### src/rtl/cll_pkg.sv
// ----------------------------------------------------------------------------
// cll_pkg
// Shared widths, command and status codes, and the controller/datapath
// command and status bundles of the cursor linked list engine.
// ----------------------------------------------------------------------------
package cll_pkg;

    localparam int SLOTS_DEF = 1024;

    localparam int CMD_W  = 2;
    localparam int POS_W  = 10;
    localparam int VAL_W  = 32;
    localparam int STAT_W = 2;
    localparam int LEN_W  = 10;

    typedef logic [LEN_W-1:0] t_len;

    // command codes
    localparam logic [CMD_W-1:0] CMD_INSERT = 2'd0;
    localparam logic [CMD_W-1:0] CMD_DELETE = 2'd1;
    localparam logic [CMD_W-1:0] CMD_READ   = 2'd2;
    localparam logic [CMD_W-1:0] CMD_UNUSED = 2'd3;

    // status codes
    localparam logic [STAT_W-1:0] ST_OK    = 2'd0;
    localparam logic [STAT_W-1:0] ST_RANGE = 2'd1;
    localparam logic [STAT_W-1:0] ST_FULL  = 2'd2;

    // link read source
    localparam logic [1:0] RS_HEAD = 2'd0;
    localparam logic [1:0] RS_FREE = 2'd1;
    localparam logic [1:0] RS_LINK = 2'd2;

    // link write slot
    localparam logic WS_P   = 1'b0;
    localparam logic WS_CUR = 1'b1;

    // link write data
    localparam logic [1:0] WD_LINK = 2'd0;
    localparam logic [1:0] WD_P    = 2'd1;
    localparam logic [1:0] WD_FREE = 2'd2;

    typedef struct packed {
        logic              load;       // latch the accepted item
        logic              walk_init;  // cursor to header, steps = position - 1
        logic              walk_step;  // cursor follows its link
        logic              rd_en;
        logic [1:0]        rd_sel;
        logic              set_p_free; // slot p is the free head
        logic              set_p_link; // slot p is the cursor's successor
        logic              pop;        // unlink p from free chain, store value
        logic              push;       // p becomes the free head
        logic              wr_en;
        logic              wr_slot;
        logic [1:0]        wr_data;
        logic              cnt_inc;
        logic              cnt_dec;
        logic              val_rd;     // fetch value of the cursor's successor
        logic              out_load;
        logic [STAT_W-1:0] out_status;
        logic              out_use_val;
    } t_dp_cmd;

    typedef struct packed {
        logic [CMD_W-1:0] cmd;
        logic             pos_ok;
        logic             free_empty;
        logic             walk_done;
        logic             out_free;
    } t_dp_stat;

endpackage

### src/rtl/cll_ctrl.sv
// ----------------------------------------------------------------------------
// cll_ctrl
// Command sequencer: range check, free slot pop, link walk, relink and
// result hand-off to the output register.
// ----------------------------------------------------------------------------
module cll_ctrl (
    input  logic              i_clk,
    input  logic              i_rst_n,
    input  logic              i_valid,
    output logic              o_ready,
    input  cll_pkg::t_dp_stat i_stat,
    output cll_pkg::t_dp_cmd  o_ctl
);

    localparam logic [2:0] S_IDLE  = 3'd0;
    localparam logic [2:0] S_CHECK = 3'd1;
    localparam logic [2:0] S_POP   = 3'd2;
    localparam logic [2:0] S_WALK  = 3'd3;
    localparam logic [2:0] S_INS2  = 3'd4;
    localparam logic [2:0] S_DEL1  = 3'd5;
    localparam logic [2:0] S_DEL2  = 3'd6;
    localparam logic [2:0] S_RESP  = 3'd7;

    logic [2:0]                  r_state, n_state;
    logic [cll_pkg::STAT_W-1:0]  r_status, n_status;
    logic                        r_use_val, n_use_val;

    assign o_ready = (r_state == S_IDLE);

    always_comb begin
        n_state   = r_state;
        n_status  = r_status;
        n_use_val = r_use_val;
        o_ctl     = '0;
        o_ctl.out_status  = r_status;
        o_ctl.out_use_val = r_use_val;
        unique case (r_state)
            S_IDLE: begin
                if (i_valid) begin
                    o_ctl.load = 1'b1;
                    n_state    = S_CHECK;
                end
            end
            S_CHECK: begin
                o_ctl.walk_init = 1'b1;
                n_use_val       = 1'b0;
                n_status        = cll_pkg::ST_OK;
                priority if (i_stat.cmd == cll_pkg::CMD_UNUSED || !i_stat.pos_ok) begin
                    n_status = cll_pkg::ST_RANGE;
                    n_state  = S_RESP;
                end else if (i_stat.cmd == cll_pkg::CMD_INSERT && i_stat.free_empty) begin
                    n_status = cll_pkg::ST_FULL;
                    n_state  = S_RESP;
                end else if (i_stat.cmd == cll_pkg::CMD_INSERT) begin
                    o_ctl.set_p_free = 1'b1;
                    o_ctl.rd_en      = 1'b1;
                    o_ctl.rd_sel     = cll_pkg::RS_FREE;
                    n_state          = S_POP;
                end else begin
                    o_ctl.rd_en  = 1'b1;
                    o_ctl.rd_sel = cll_pkg::RS_HEAD;
                    n_state      = S_WALK;
                end
            end
            S_POP: begin
                o_ctl.pop    = 1'b1;
                o_ctl.rd_en  = 1'b1;
                o_ctl.rd_sel = cll_pkg::RS_HEAD;
                n_state      = S_WALK;
            end
            S_WALK: begin
                if (!i_stat.walk_done) begin
                    o_ctl.walk_step = 1'b1;
                    o_ctl.rd_en     = 1'b1;
                    o_ctl.rd_sel    = cll_pkg::RS_LINK;
                end else begin
                    unique case (i_stat.cmd)
                        cll_pkg::CMD_INSERT: begin
                            // new slot takes over the cursor's successor
                            o_ctl.wr_en   = 1'b1;
                            o_ctl.wr_slot = cll_pkg::WS_P;
                            o_ctl.wr_data = cll_pkg::WD_LINK;
                            n_state       = S_INS2;
                        end
                        cll_pkg::CMD_DELETE: begin
                            o_ctl.set_p_link = 1'b1;
                            o_ctl.rd_en      = 1'b1;
                            o_ctl.rd_sel     = cll_pkg::RS_LINK;
                            n_state          = S_DEL1;
                        end
                        cll_pkg::CMD_READ: begin
                            o_ctl.val_rd = 1'b1;
                            n_use_val    = 1'b1;
                            n_state      = S_RESP;
                        end
                        default: begin
                            n_state = S_RESP;
                        end
                    endcase
                end
            end
            S_INS2: begin
                o_ctl.wr_en   = 1'b1;
                o_ctl.wr_slot = cll_pkg::WS_CUR;
                o_ctl.wr_data = cll_pkg::WD_P;
                o_ctl.cnt_inc = 1'b1;
                n_state       = S_RESP;
            end
            S_DEL1: begin
                // predecessor skips the removed slot
                o_ctl.wr_en   = 1'b1;
                o_ctl.wr_slot = cll_pkg::WS_CUR;
                o_ctl.wr_data = cll_pkg::WD_LINK;
                n_state       = S_DEL2;
            end
            S_DEL2: begin
                o_ctl.wr_en   = 1'b1;
                o_ctl.wr_slot = cll_pkg::WS_P;
                o_ctl.wr_data = cll_pkg::WD_FREE;
                o_ctl.push    = 1'b1;
                o_ctl.cnt_dec = 1'b1;
                n_state       = S_RESP;
            end
            S_RESP: begin
                if (i_stat.out_free) begin
                    o_ctl.out_load = 1'b1;
                    n_state        = S_IDLE;
                end
            end
            default: begin
                n_state = S_IDLE;
            end
        endcase
    end

    always_ff @(posedge i_clk) begin
        if (!i_rst_n) begin
            r_state <= S_IDLE;
        end else begin
            r_state <= n_state;
        end
    end

    always_ff @(posedge i_clk) begin
        r_status  <= n_status;
        r_use_val <= n_use_val;
    end

`ifndef NO_ASSERTIONS
    a_load_only_idle: assert property (@(posedge i_clk) disable iff (!i_rst_n)
        o_ctl.load |-> (r_state == S_IDLE && i_valid))
        else $error("item latched outside idle");
    a_out_when_free: assert property (@(posedge i_clk) disable iff (!i_rst_n)
        o_ctl.out_load |-> i_stat.out_free)
        else $error("result loaded over a pending one");
    a_check_follows_load: assert property (@(posedge i_clk) disable iff (!i_rst_n)
        o_ctl.load |=> (r_state == S_CHECK))
        else $error("accepted item not checked");
`endif

endmodule

### config.mk
export PLATFORM = sky130hd
export DESIGN_NAME = cll_ctrl
export DESIGN_NICKNAME = d
export VERILOG_FILES = /design/src/rtl/cll_pkg.sv /design/src/rtl/cll_ctrl.sv
export SDC_FILE = /design/constraint.sdc
export NUM_CORES = 1
export LEC_CHECK = 0
export BUFFER_PORTS_ARGS = -buffer_cell sky130_fd_sc_hd__buf_2
export CAP_MARGIN = 20
export CORE_AREA = 3 3 40 42
export DETAILED_ROUTE_END_ITERATION = 10
export DIE_AREA = 0 0 43 45
export PLACE_DENSITY = 0.67
export SYNTH_ARGS = -nofsm -noshare
export SYNTH_HDL_FRONTEND = slang
export SYNTH_SLANG_ARGS = --single-unit
export TNS_END_PERCENT = 20
### constraint.sdc
create_clock -name i_clk -period 1.5 [get_ports i_clk]
set_input_delay 0.075 -clock i_clk [delete_from_list [all_inputs] [get_ports i_clk]]
set_output_delay 0.075 -clock i_clk [all_outputs]
set_load 0.005 [all_outputs]
* Word level (Yosys, flattened, before mapping) *
Cells that the tools add are included.

storage, ports and cells
  flip-flop bits (word level) = 6
  input port bits = 9
  logic and storage cells = 65

operators by class
  equal/unequal tests = 14
  mux-type cells = 39
  reduce and logical (&&, ||, !) cells = 9

operators by type and width
  operator                                                                 count
  1-bit 2-to-1 mux                                                         22
  3-bit 2-to-1 mux                                                         7
  3-bit case mux with 7 select lines                                       1
  4-bit 2-to-1 mux                                                         4
  4-bit case mux with 4 select lines                                       1
  3-bit == test, second input constant                                     4
  3-bit case mux with 3 select lines                                       1
  3-bit by 2-bit == test with 1-bit output, second input constant          2
  2-bit inequality test, second input constant                             3
  3-bit AND reduction                                                      2
  2-bit == test, second input constant                                     2
  2-bit case mux with 2 select lines                                       1
  3-bit by 1-bit == test with 1-bit output, second input constant          1
  3-bit zero test                                                          1
  2-bit by 1-bit == test with 1-bit output, second input constant          1
  2-bit zero test                                                          1
  2-bit 2-to-1 mux                                                         1
  2-bit by 1-bit inequality test with 1-bit output, second input constant  1
  1-bit case mux with 2 select lines                                       1
  2-bit nonzero test                                                       1
  2-bit OR reduction                                                       1
  1-bit logical AND                                                        1
  1-bit zero test                                                          1
  1-bit logical OR                                                         1

* Logic depth before layout (Yosys ltp) *
Gate-level depths: netlist of the first run.

  depth in word-level cells = 5
  depth in mapped cells = 5
  gate-level depth less buffers = 5

* Worst setup path after synthesis of the first run *
OpenSTA, ideal clock, no wires.

  path kind = register -> register
  start = register r_state[1]
  end = register r_use_val (enable)
  library setup time = 0.291 ns
  arrival = 0.985 ns
  slack = 0.224 ns
  stages on the path, launching flop included = 6
  buffers on the path = 0
  period minus slack after synthesis = 1.276 ns
  cell sequence = dfxtp_1 > nor2b_1 > nand2_2 > inv_2 > and4b_1 > or2_1

on the way
  word-level cells in the longest chain between the ends = 3

ends and longest elaborated chain
  item                                                                                                         line             text
  from (decl)                                                                                                  cll_ctrl.sv:24   logic [2:0] r_state, n_state;
  from (signal assigned)                                                                                       cll_ctrl.sv:140  r_state <= n_state;
  3-bit by 2-bit == test with 1-bit output / 3-bit by 1-bit == test with 1-bit output (equally long branches)  cll_ctrl.sv:37   unique case (r_state)
  2-bit by 1-bit inequality test with 1-bit output (no source line), or another cell as far along              -
  3-bit AND reduction (no source line) (*)                                                                     -
  to (signal assigned)                                                                                         cll_ctrl.sv:146  r_use_val <= n_use_val;
  to (decl)                                                                                                    cll_ctrl.sv:26   logic r_use_val, n_use_val;

Mark *: on every way between the ends. The rest lies on a longest branch, timed or not.
A chain may end at the register's enable or synchronous reset.

==> metrics.md, run 1 <==
| Metric | Value |
|---|---|
| Crit path cell chain | `buf_4 -> nand3_1 -> o41ai_1 -> buf_2` |
| Status | `finished clean` |
| DR vias | `about 540` |
| Sequential element share of the synthesized area | `between 30% and 40%` |
| Register bit total from synthesis | `6` |
| Post-layout worst setup margin | `0.0826 ns` |
| Drt drc | `0` |
| Slew Limit Headroom | `about 76%` |
| Crit path capture type | `output port` |
| Finished Cell Area | `~680 um2` |
| Max incr delay on CP | `approximately 0.38 ns` |
| R2r setup slk | `between 0.15 and 0.2 ns` |
| Die height | `~45 um` |
| Final Hold Vio Count | `0` |
| Worst slew pin tran | `roughly 0.35 ns` |
| Top_reg_cell synth | `edfxtp_1` |
| Slowest CP cell | `dfxtp_1` |
| Avg Inst Size Synth | `between 8 and 9 um2` |
| Total design power | `a little over 0.7 mW` |
| Fin crit period | `between 1 and 1.5 ns` |
| Tot GR Track Use | `about 15%` |
| DR iter-0 viols | `7` |
| Die span in x | `approximately 43 um` |
| Number of diodes | `0` |
| NetSw | `between 0.2 and 0.3 mW` |
| Worst-Skew Late Latency | `roughly 0.25 ns` |
| WP data required | `1.42 ns` |
| CP max FO | `13` |
| Post-Place Setup Slack | `roughly 0.13 ns` |
| Worst setup SP type | `flip-flop` |
| RSZ-0062 raised after global routing | `false` |
| Avg Vias per Cell | `5.11` |
| Average wire per standard cell | `12.7 um` |
| Netlist Area Pre-Place | `484 um2` |
| Arr. time, crit path | `1.34 ns` |
| Cells after DPL | `~100` |
| Number of global-route vias before repair | `roughly 500` |
| Overall routed net length | `around 1.3 mm` |
| Hold-fix buffers at CTS | `0` |
| Synth Warn # | `0` |
| Post-synth net total | `67` |
| Proportion of power drawn by flip-flops and latches | `approximately 30%` |
| H-tree depth | `1` |
| Mapped Cells | `58` |
| WHS | `~0.1 ns` |
| Core Util, Final | `a little over half` |
| CTS tree | `built` |
| Ports | `31` |
| CTS root buffer | `clkbuf_4` |
| Final setup fails | `0` |
| Post-route ant nets | `0` |
| F_max | `706 MHz` |
| Core footprint | `roughly 0.0013 mm2` |
| Final GP Congestion | `~0.75` |
| Pin count of the biggest net entering global routing | `14` |
| Placement Cell Area | `628 um2` |
| VDD IR max | `between 0.0005 and 0.0006 V` |
| Max-cap violations | `0` |
| Most frequent cells in the layout | `30 x buf_2, 5 x inv_1, 5 x nor3_1` |
| Post-Layout Cell Count | `105` |
| LEAKAGE | `0.358 nW` |
| Synth unique cells | `31` |
| CTS max path bufs | `2` |
| Tcrit/Tclk final | `94.5%` |
| Clk pin slew, worst setup/hold paths | `around 0.050 ns` |
| Core Rows | `13` |
| Die ar. | `0.00194 mm2` |
| TNS Setup | `0 ns` |
| First-pass GRT wire length | `2.06 mm` |
| Gate power share | `roughly 45%` |
| TritonCTS Buffers | `3` |
| I/O Buffers | `30` |
| CTS Sinks | `6` |
| Switching part of the total | `35.5%` |
| GRT overflow | `0` |
| CP Class | `flip-flop to output port` |
| P_int | `~0.46 mW` |
| Clock power frac | `24.3%` |
| TritonRoute pass-1 iters | `2` |
| Fraction of registers with async set/reset | `0%` |
| Worst Skew | `roughly 0.0061 ns` |
| Share of layout cells above drive strength 1 | `between 50% and 60%` |
| Area delta synth->final | `41.3%` |
| Final HPWL DP | `roughly 1000 um` |
| Hold crit path type | `input port to flip-flop` |
| EDFF count, synth | `3` |
| Most common cell after layout, fill and taps aside | `buf_2` |
| Initial Utilization | `between 30% and 40%` |
| Final Max Tran Viols | `0` |
| Initial antenna violation count | `0` |
| Final net count | `100` |
| Power per cell area | `1030 mW/mm2` |
## sequential cells by signal, summed over array words and instances (netlist names)
signal / flops
r_status: 2
r_state: 3
r_use_val: 1
## kinds of logic after synthesis
logic type | synth area share (%)
and+or+nand+nor | 30.0
DFF | 31.0
AOI/OAI and AO/OA | 24.5
buffers and inverters | 14.5
## power groups by stage
stage / sequential, mW / clock (mW) / combinational [mW]
detailed placement: 0.218 / 0 / 0.288
global route: 0.220 / 0.181 / 0.353
finish: 0.219 / 0.172 / 0.316
floorplan: 0.222 / 0 / 0.180
CTS: 0.215 / 0.172 / 0.312
global placement: 0.216 / 0 / 0.286
## worst max-delay path, delay by kind of cell (launching register included)
family / cells / cell delay (ns)
flops: 1 / 0.38
buf+inv: 2 / 0.38
compound gates: 1 / 0.23
simple gates: 1 / 0.11
## cell type report
class                           instances  area, um2
Fill cell                             132        601
Multi-Input combinational cell         39        270
Timing Repair Buffer                   35        195
Sequential cell                         6        151
Clock buffer                            4       26.3
Inverter                                6       22.5
Tap cell                               15       18.8
## cells in the mapped netlist, drive strengths merged, types with 2 or more instances
cell type / number / area [um2]
o22ai: 2 / 12.5
a21oi: 2 / 10.0
buf: 7 / 47.6
nand2: 5 / 21.3
nor3: 5 / 25.0
edfxtp: 3 / 90.1
and4b: 3 / 32.5
inv: 6 / 22.5
o41ai: 3 / 26.3
nor2: 3 / 11.3
dfxtp: 3 / 60.1
## what timing repair did
item / in CTS / in global routing
pin swaps: 1 / 2
endpoints found under the setup margin: 2 / 3
gates resized for setup: 1 / 3
buffers inserted: 2 / 0
endpoints found under the hold margin: 0 / 0
## layer usage
metal | GRT usage, % | vias up | wire length, um
li1 | - | 279 | -
met5 | 0 | - | 0
met2 | 24.9 | 29 | 613
met3 | 4.78 | 2 | 142
met4 | 10.8 | 0 | 23
met1 | 15.8 | 227 | 550
## worst paths after layout
check / endpoint / startpoint / depth (start not counted)
setup / recovery: o_ctl[10] / r_state[0] / 4
hold reg to reg: r_state[0] / r_state[2] / 3
setup reg to reg: r_use_val / r_state[1] / 5
hold / removal: r_state[0] / i_rst_n / 3
Note: power is estimated with default switching activity, not from simulation.
==> inputs of run 2 (changes only) <==
Settings changed: CELL_PAD_IN_SITES_DETAIL_PLACEMENT from default to 0, CELL_PAD_IN_SITES_GLOBAL_PLACEMENT from default to 1, CORE_AREA 3 3 40 42 to default, CORE_MARGIN from default to 3, CORE_UTILIZATION from default to 27, DIE_AREA 0 0 43 45 to default, HOLD_SLACK_MARGIN from default to 0.15, PLACE_DENSITY 0.67 to 0.72.
==> metrics.md, run 2 (same netlist as run 1, synthesis figures left out) <==
| Metric | Value |
|---|---|
| Metal1 wirelength | `640 um (+16%)` |
| CTS max path bufs | `2 (unchanged)` |
| Initial antenna violation count | `0 (unchanged)` |
| Share of layout cells above drive strength 1 | `50.5% (-0.56 points)` |
| Max-cap violations | `0 (unchanged)` |
| Number of global-route vias before repair | `523 (+5.7%)` |
| Slowest CP cell | `dfxtp_1` |
| Crit path cell chain | `buf_4 -> inv_1 -> nor3_1 -> buf_2` |
| Largest registers | `r_state (3), r_status (2), r_use_val (1)` |
| WP data required | `1.42 ns (about the same)` |
| Buf/Inv on CP | `3 (+1)` |
| Fin crit period | `1.42 ns (+0.00403 ns)` |
| Number of diodes | `0 (unchanged)` |
| Arr. time, crit path | `1.35 ns (about the same)` |
| Final GP Congestion | `0.724 (-4.1%)` |
| Die height | `48.4 um (+7.4%)` |
| Clk pin slew, worst setup/hold paths | `0.05 ns (about the same)` |
| Area delta synth->final | `45.0%` |
| Drt drc | `0 (unchanged)` |
| DR vias | `544 (+1.3%)` |
| Average wire per standard cell | `12.1 um (-4.5%)` |
| TritonRoute pass-1 iters | `4 (+2)` |
| Finished Cell Area | `702 um2 (+2.6%)` |
| Slew Limit Headroom | `77.1% (+0.59 points)` |
| Post-Place Setup Slack | `0.229 ns (+0.0990 ns)` |
| Avg Vias per Cell | `4.73 (-7.5%)` |
| Final net count | `101 (+1.0%)` |
| Hold crit path type | `input port to flip-flop` |
| CTS Sinks | `6 (unchanged)` |
| Pin count of the biggest net entering global routing | `13 (-1)` |
| Worst setup SP type | `flip-flop` |
| Final setup fails | `0 (unchanged)` |
| Met2 WL | `616 um (+0.49%)` |
| Initial Utilization | `30.4% (-7.3 points)` |
| Max FFs per register | `3 (unchanged)` |
| Die span in x | `48.4 um (+12%)` |
| TritonCTS Buffers | `3 (unchanged)` |
| Max incr delay on CP | `0.40 ns (+0.02 ns)` |
| H-tree depth | `1 (unchanged)` |
| Status | `finished clean` |
| Power per cell area | `997 mW/mm2 (-3.5%)` |
| Worst Skew | `0.00478 ns (-0.00128 ns)` |
| RSZ-0062 raised after global routing | `true` |
| Routed wl met3 | `133 um (-6.3%)` |
| F_max | `704 MHz (-0.28%)` |
| I/O Buffers | `30 (unchanged)` |
| Die ar. | `0.00234 mm2 (+21%)` |
| Final Hold Vio Count | `0 (unchanged)` |
| LEAKAGE | `0.361 nW (+0.83%)` |
| Most frequent cells in the layout | `30 x buf_2, 5 x inv_1, 5 x buf_4` |
| Worst path top cell family by delay | `buffers and inverters` |
| Final Max Tran Viols | `0 (unchanged)` |
| Top sig layer | `met3` |
| Final HPWL DP | `1.06 mm (+7.2%)` |
| DR iter-0 viols | `24 (+17)` |
| Core footprint | `0.00159 mm2 (+24%)` |
| Worst slew pin tran | `0.339 ns (-0.00875 ns)` |
| Register with the most flip-flops | `r_state` |
| Post-layout worst setup margin | `0.0786 ns (-0.00403 ns)` |
| Placement Cell Area | `647 um2 (+3.0%)` |
| First-pass GRT wire length | `2.28 mm (+11%)` |
| Post-route ant nets | `0 (unchanged)` |
| Crit path capture type | `output port` |
| Tcrit/Tclk final | `94.8% (+0.27 points)` |
| Worst-Skew Late Latency | `0.25 ns (about the same)` |
| Ports | `31 (unchanged)` |
| VDD IR max | `0.000395 V (-29%)` |
| Most common cell after layout, fill and taps aside | `buf_2` |
| Overall routed net length | `1.39 mm (+4.6%)` |
| CTS root buffer | `clkbuf_4` |
| CTS tree | `built` |
| Core Rows | `14 (+1)` |
| WHS | `0.166 ns (+0.0677 ns)` |
| CP Class | `flip-flop to output port` |
| Tot GR Track Use | `12.3% (-2.6 points)` |
| CP max FO | `10 (-3)` |
| GRT overflow | `0 (unchanged)` |
==> run 2: worst reg2reg max path, stage by stage (launching register included) <==
cell and delay (ns):
dfxtp_1 0.40, nor2b_1 0.09, nand2_2 0.11, inv_2 0.04
and4b_1 0.19, or2_1 0.21
==> run 2: routing by layer <==
metal | global-route usage (%) | vias up
li1 | - | 281
met1 | 14.9 | 233
met2 | 19.5 | 30
met3 | 5.21 | 0
met4 | 4.27 | 0
met5 | 0 | -
==> run 2: power breakdown <==
part	internal (mW)	leakage (nW)	switching (mW)	total, mW
clock network	0.101	0.0150	0.0659	0.167
logic	0.147	0.292	0.165	0.312
registers	0.202	0.0533	0.0186	0.220
==> run 2: area by class of cell <==
type / count / area (um2)
inverter: 6 / 22.5
fill: 177 / 892
timing repair buffer: 36 / 198
clock buffer: 4 / 26.3
tap: 24 / 30.0
multi-input combinational: 39 / 275
sequential: 6 / 150
==> run 2: worst paths after layout <==
kind	slack, ns	to	cells past startpoint	startpoint
worst max-delay path	0.08	o_ctl[7]	4	r_state[2]
worst min-delay path	0.17	r_state[0]	3	i_valid
worst max register to register	0.21	r_use_val	5	r_state[2]
worst min register to register	0.65	r_use_val	2	r_state[0]
==> run 2: metrics by stage <==
step,setup TNS [ns],utilization (%),power [mW],cells
after floorplan,0,-,0.402,58
after global placement,0,40.6,0.513,109
after detailed placement,0,40.6,0.514,109
after CTS,0,43.2,0.698,114
after global routing,-0.00876,44.0,0.750,115
final,0,44.0,0.700,115
==> run 2: repair_timing <==
| item | 4_1_cts | 5_1_grt |
|---|---|---|
| endpoints found under the setup margin | 2 | 5 |
| setup buffers | 0 | 1 |
| pin swaps | 0 | 2 |
| resized for setup | 1 | 1 |
| hold buffers | 1 | 0 |
| endpoints found under the hold margin | 3 | 0 |
==> inputs of run 3 (changes only) <==
Settings changed: CAP_MARGIN 20 to default, CELL_PAD_IN_SITES_DETAIL_PLACEMENT 0 to default, CELL_PAD_IN_SITES_GLOBAL_PLACEMENT 1 to default, CORE_AREA from default to 3 3 40 42, CORE_MARGIN 3 to default, CORE_UTILIZATION 27 to default, DIE_AREA from default to 0 0 43 45, PLACE_DENSITY 0.72 to 0.67.
==> metrics.md, run 3 (same netlist as run 1, synthesis figures left out) <==
| Metric | Value |
|---|---|
| Crit path capture type | `output port` |
| Die span in x | `43 um (-11%)` |
| CTS tree | `built` |
| Hold path depth | `3 (unchanged)` |
| H-tree depth | `1 (unchanged)` |
| TritonRoute pass-1 iters | `3 (-1)` |
| Share of layout cells above drive strength 1 | `50.5% (unchanged)` |
| Pin count of the biggest net entering global routing | `14 (+1)` |
| DR iter-0 viols | `7 (-71%)` |
| Final HPWL DP | `990 um (-6.7%)` |
| GRT overflow | `0 (unchanged)` |
| Largest registers | `r_state (3), r_status (2), r_use_val (1)` |
| Most frequent cells in the layout | `30 x buf_2, 5 x inv_1, 5 x nor3_1` |
| Core Util, Final | `54.0% (+10 points)` |
| Most common cell after layout, fill and taps aside | `buf_2` |
| Overall routed net length | `1.34 mm (-3.7%)` |
| Final Hold Vio Count | `0 (unchanged)` |
| Initial Utilization | `37.7% (+7.3 points)` |
| Fill count | `130 (-27%)` |
| Fin crit period | `1.42 ns (-0.00474 ns)` |
| GR Util met3 | `4.78% (-0.43 points)` |
| GR met2 Demand/Resource | `25.4% (+6.0 points)` |
| Register with the most flip-flops | `r_state` |
| Avg Vias per Cell | `5.11 (+8.1%)` |
| WP data required | `1.42 ns (about the same)` |
| Post-route ant nets | `0 (unchanged)` |
| Drt drc | `0 (unchanged)` |
| Ports | `31 (unchanged)` |
| Worst setup SP type | `flip-flop` |
| Final GP Congestion | `0.755 (+4.3%)` |
| Status | `finished clean` |
| Power per cell area | `1020 mW/mm2 (+2.4%)` |
| Final Max Tran Viols | `0 (unchanged)` |
| Crit path depth | `4 (unchanged)` |
| I/O Buffers | `30 (unchanged)` |
| CTS root buffer | `clkbuf_4` |
| TNS Setup | `0 ns (unchanged)` |
| CP max FO | `13 (+3)` |
| F_max | `706 MHz (+0.33%)` |
| Hold crit path type | `input port to flip-flop` |
| DR vias | `542 (-0.37%)` |
| Worst slew pin tran | `0.348 ns (+0.00875 ns)` |
| First-pass GRT wire length | `2.08 mm (-8.5%)` |
| CTS Sinks | `6 (unchanged)` |
| Average wire per standard cell | `12.6 um (+4.4%)` |
| Die ar. | `0.00194 mm2 (-17%)` |
| Tot GR Track Use | `15.0% (+2.7 points)` |
| TritonCTS Buffers | `3 (unchanged)` |
| Slew Limit Headroom | `76.5% (-0.59 points)` |
| Max incr delay on CP | `0.38 ns (-0.02 ns)` |
| Gr busiest metal | `met2` |
| R2R cell count | `5 (unchanged)` |
| Worst path top cell family by delay | `flip-flops` |
| Die height | `45 um (-6.9%)` |
| Seq. cell area | `151 um2 (+0.83%)` |
| Core Rows | `13 (-1)` |
| Initial antenna violation count | `0 (unchanged)` |
| Number of global-route vias before repair | `500 (-4.4%)` |
| Final setup fails | `0 (unchanged)` |
| Max FFs per register | `3 (unchanged)` |
| Slowest CP cell | `dfxtp_1` |
| CTS max path bufs | `2 (unchanged)` |
| Worst-Skew Late Latency | `0.25 ns (about the same)` |
| Area delta synth->final | `43.4%` |
| Worst Skew | `0.00613 ns (+0.00135 ns)` |
| Final net count | `101 (unchanged)` |
| Met1 usage | `15.8% (+0.87 points)` |
| Core footprint | `0.00128 mm2 (-19%)` |
| Buf/Inv on CP | `2 (-1)` |
| Clk pin slew, worst setup/hold paths | `0.05 ns (about the same)` |
| CP Class | `flip-flop to output port` |
| Crit path cell chain | `buf_4 -> nand3_1 -> o41ai_1 -> buf_2` |
| RSZ-0062 raised after global routing | `false` |
| Number of diodes | `0 (unchanged)` |
| Area used by multi-input combinational logic | `270 um2 (-1.8%)` |
| VDD IR max | `0.000558 V (+41%)` |
| LEAKAGE | `0.362 nW (+0.33%)` |
| Max-cap violations | `0 (unchanged)` |
| Arr. time, crit path | `1.34 ns (about the same)` |
| Tcrit/Tclk final | `94.4% (-0.32 points)` |
run 3: cell count changes in the layout (fill, tap and decap cells not counted):
| cell | previous run | this run |
|---|---|---|
| buf_4 | 5 | 3 |
| buf_6 | 0 | 2 |
| dfxtp_1 | 3 | 2 |
| dfxtp_2 | 0 | 1 |
| nor3_1 | 4 | 5 |
| nor3_2 | 1 | 0 |
run 3: worst paths after layout:
path,from,endpoint,slack [ns]
worst max-delay path,r_state[0],o_ctl[10],0.08
worst min-delay path,i_stat[2],r_state[2],0.17
worst max register to register,r_state[1],r_use_val,0.19
worst min register to register,r_state[2],r_state[0],0.64
run 3: final cells by class:
cell class	count	share of cell area, %
multi-input cells	39	38.9
repair buffers	36	29.5
flip-flops and latches	6	21.8
clock buffers	4	3.78
well taps	15	2.70
inverters	6	3.24
run 3: per-layer routing:
layer  wire length (um)  vias up
li1                   -      282
met1                549      229
met2                629       29
met3                137        2
met4                 23        0
met5                  0        -
run 3: report_power, final:
part           switching, mW  internal, mW  leakage, nW
logic                  0.165         0.153        0.293
clock network         0.0706         0.102       0.0150
registers             0.0157         0.203       0.0537
run 3: what timing repair did:
item                                    4_1_cts  5_1_grt
setup buffers                                 2        0
endpoints found under the hold margin         3        0
endpoints found under the setup margin        2        3
resized for setup                             1        3
pin swaps                                     1        2
hold buffers                                  1        0
run 3: worst min-delay path: cells and delay by family:
| family | cells | cell delay (ns) |
|---|---|---|
| AOI/OAI and AO/OA | 2 | 0.17 |
| buffers and inverters | 1 | 0.12 |
run 3: metrics by stage:
step | setup WS [ns] | power, mW | hold WS, ns | cells | cell area (um2)
finish | 0.0833 | 0.709 | 0.165 | 106 | 694
CTS | 0.0514 | 0.702 | 0.169 | 106 | 686
floorplan | 0.224 | 0.402 | 0.181 | 58 | 484
global route | 0.000121 | 0.756 | 0.208 | 106 | 694
detailed placement | 0.130 | 0.506 | 0.357 | 99 | 628
global placement | 0.165 | 0.502 | 0.345 | 99 | 628
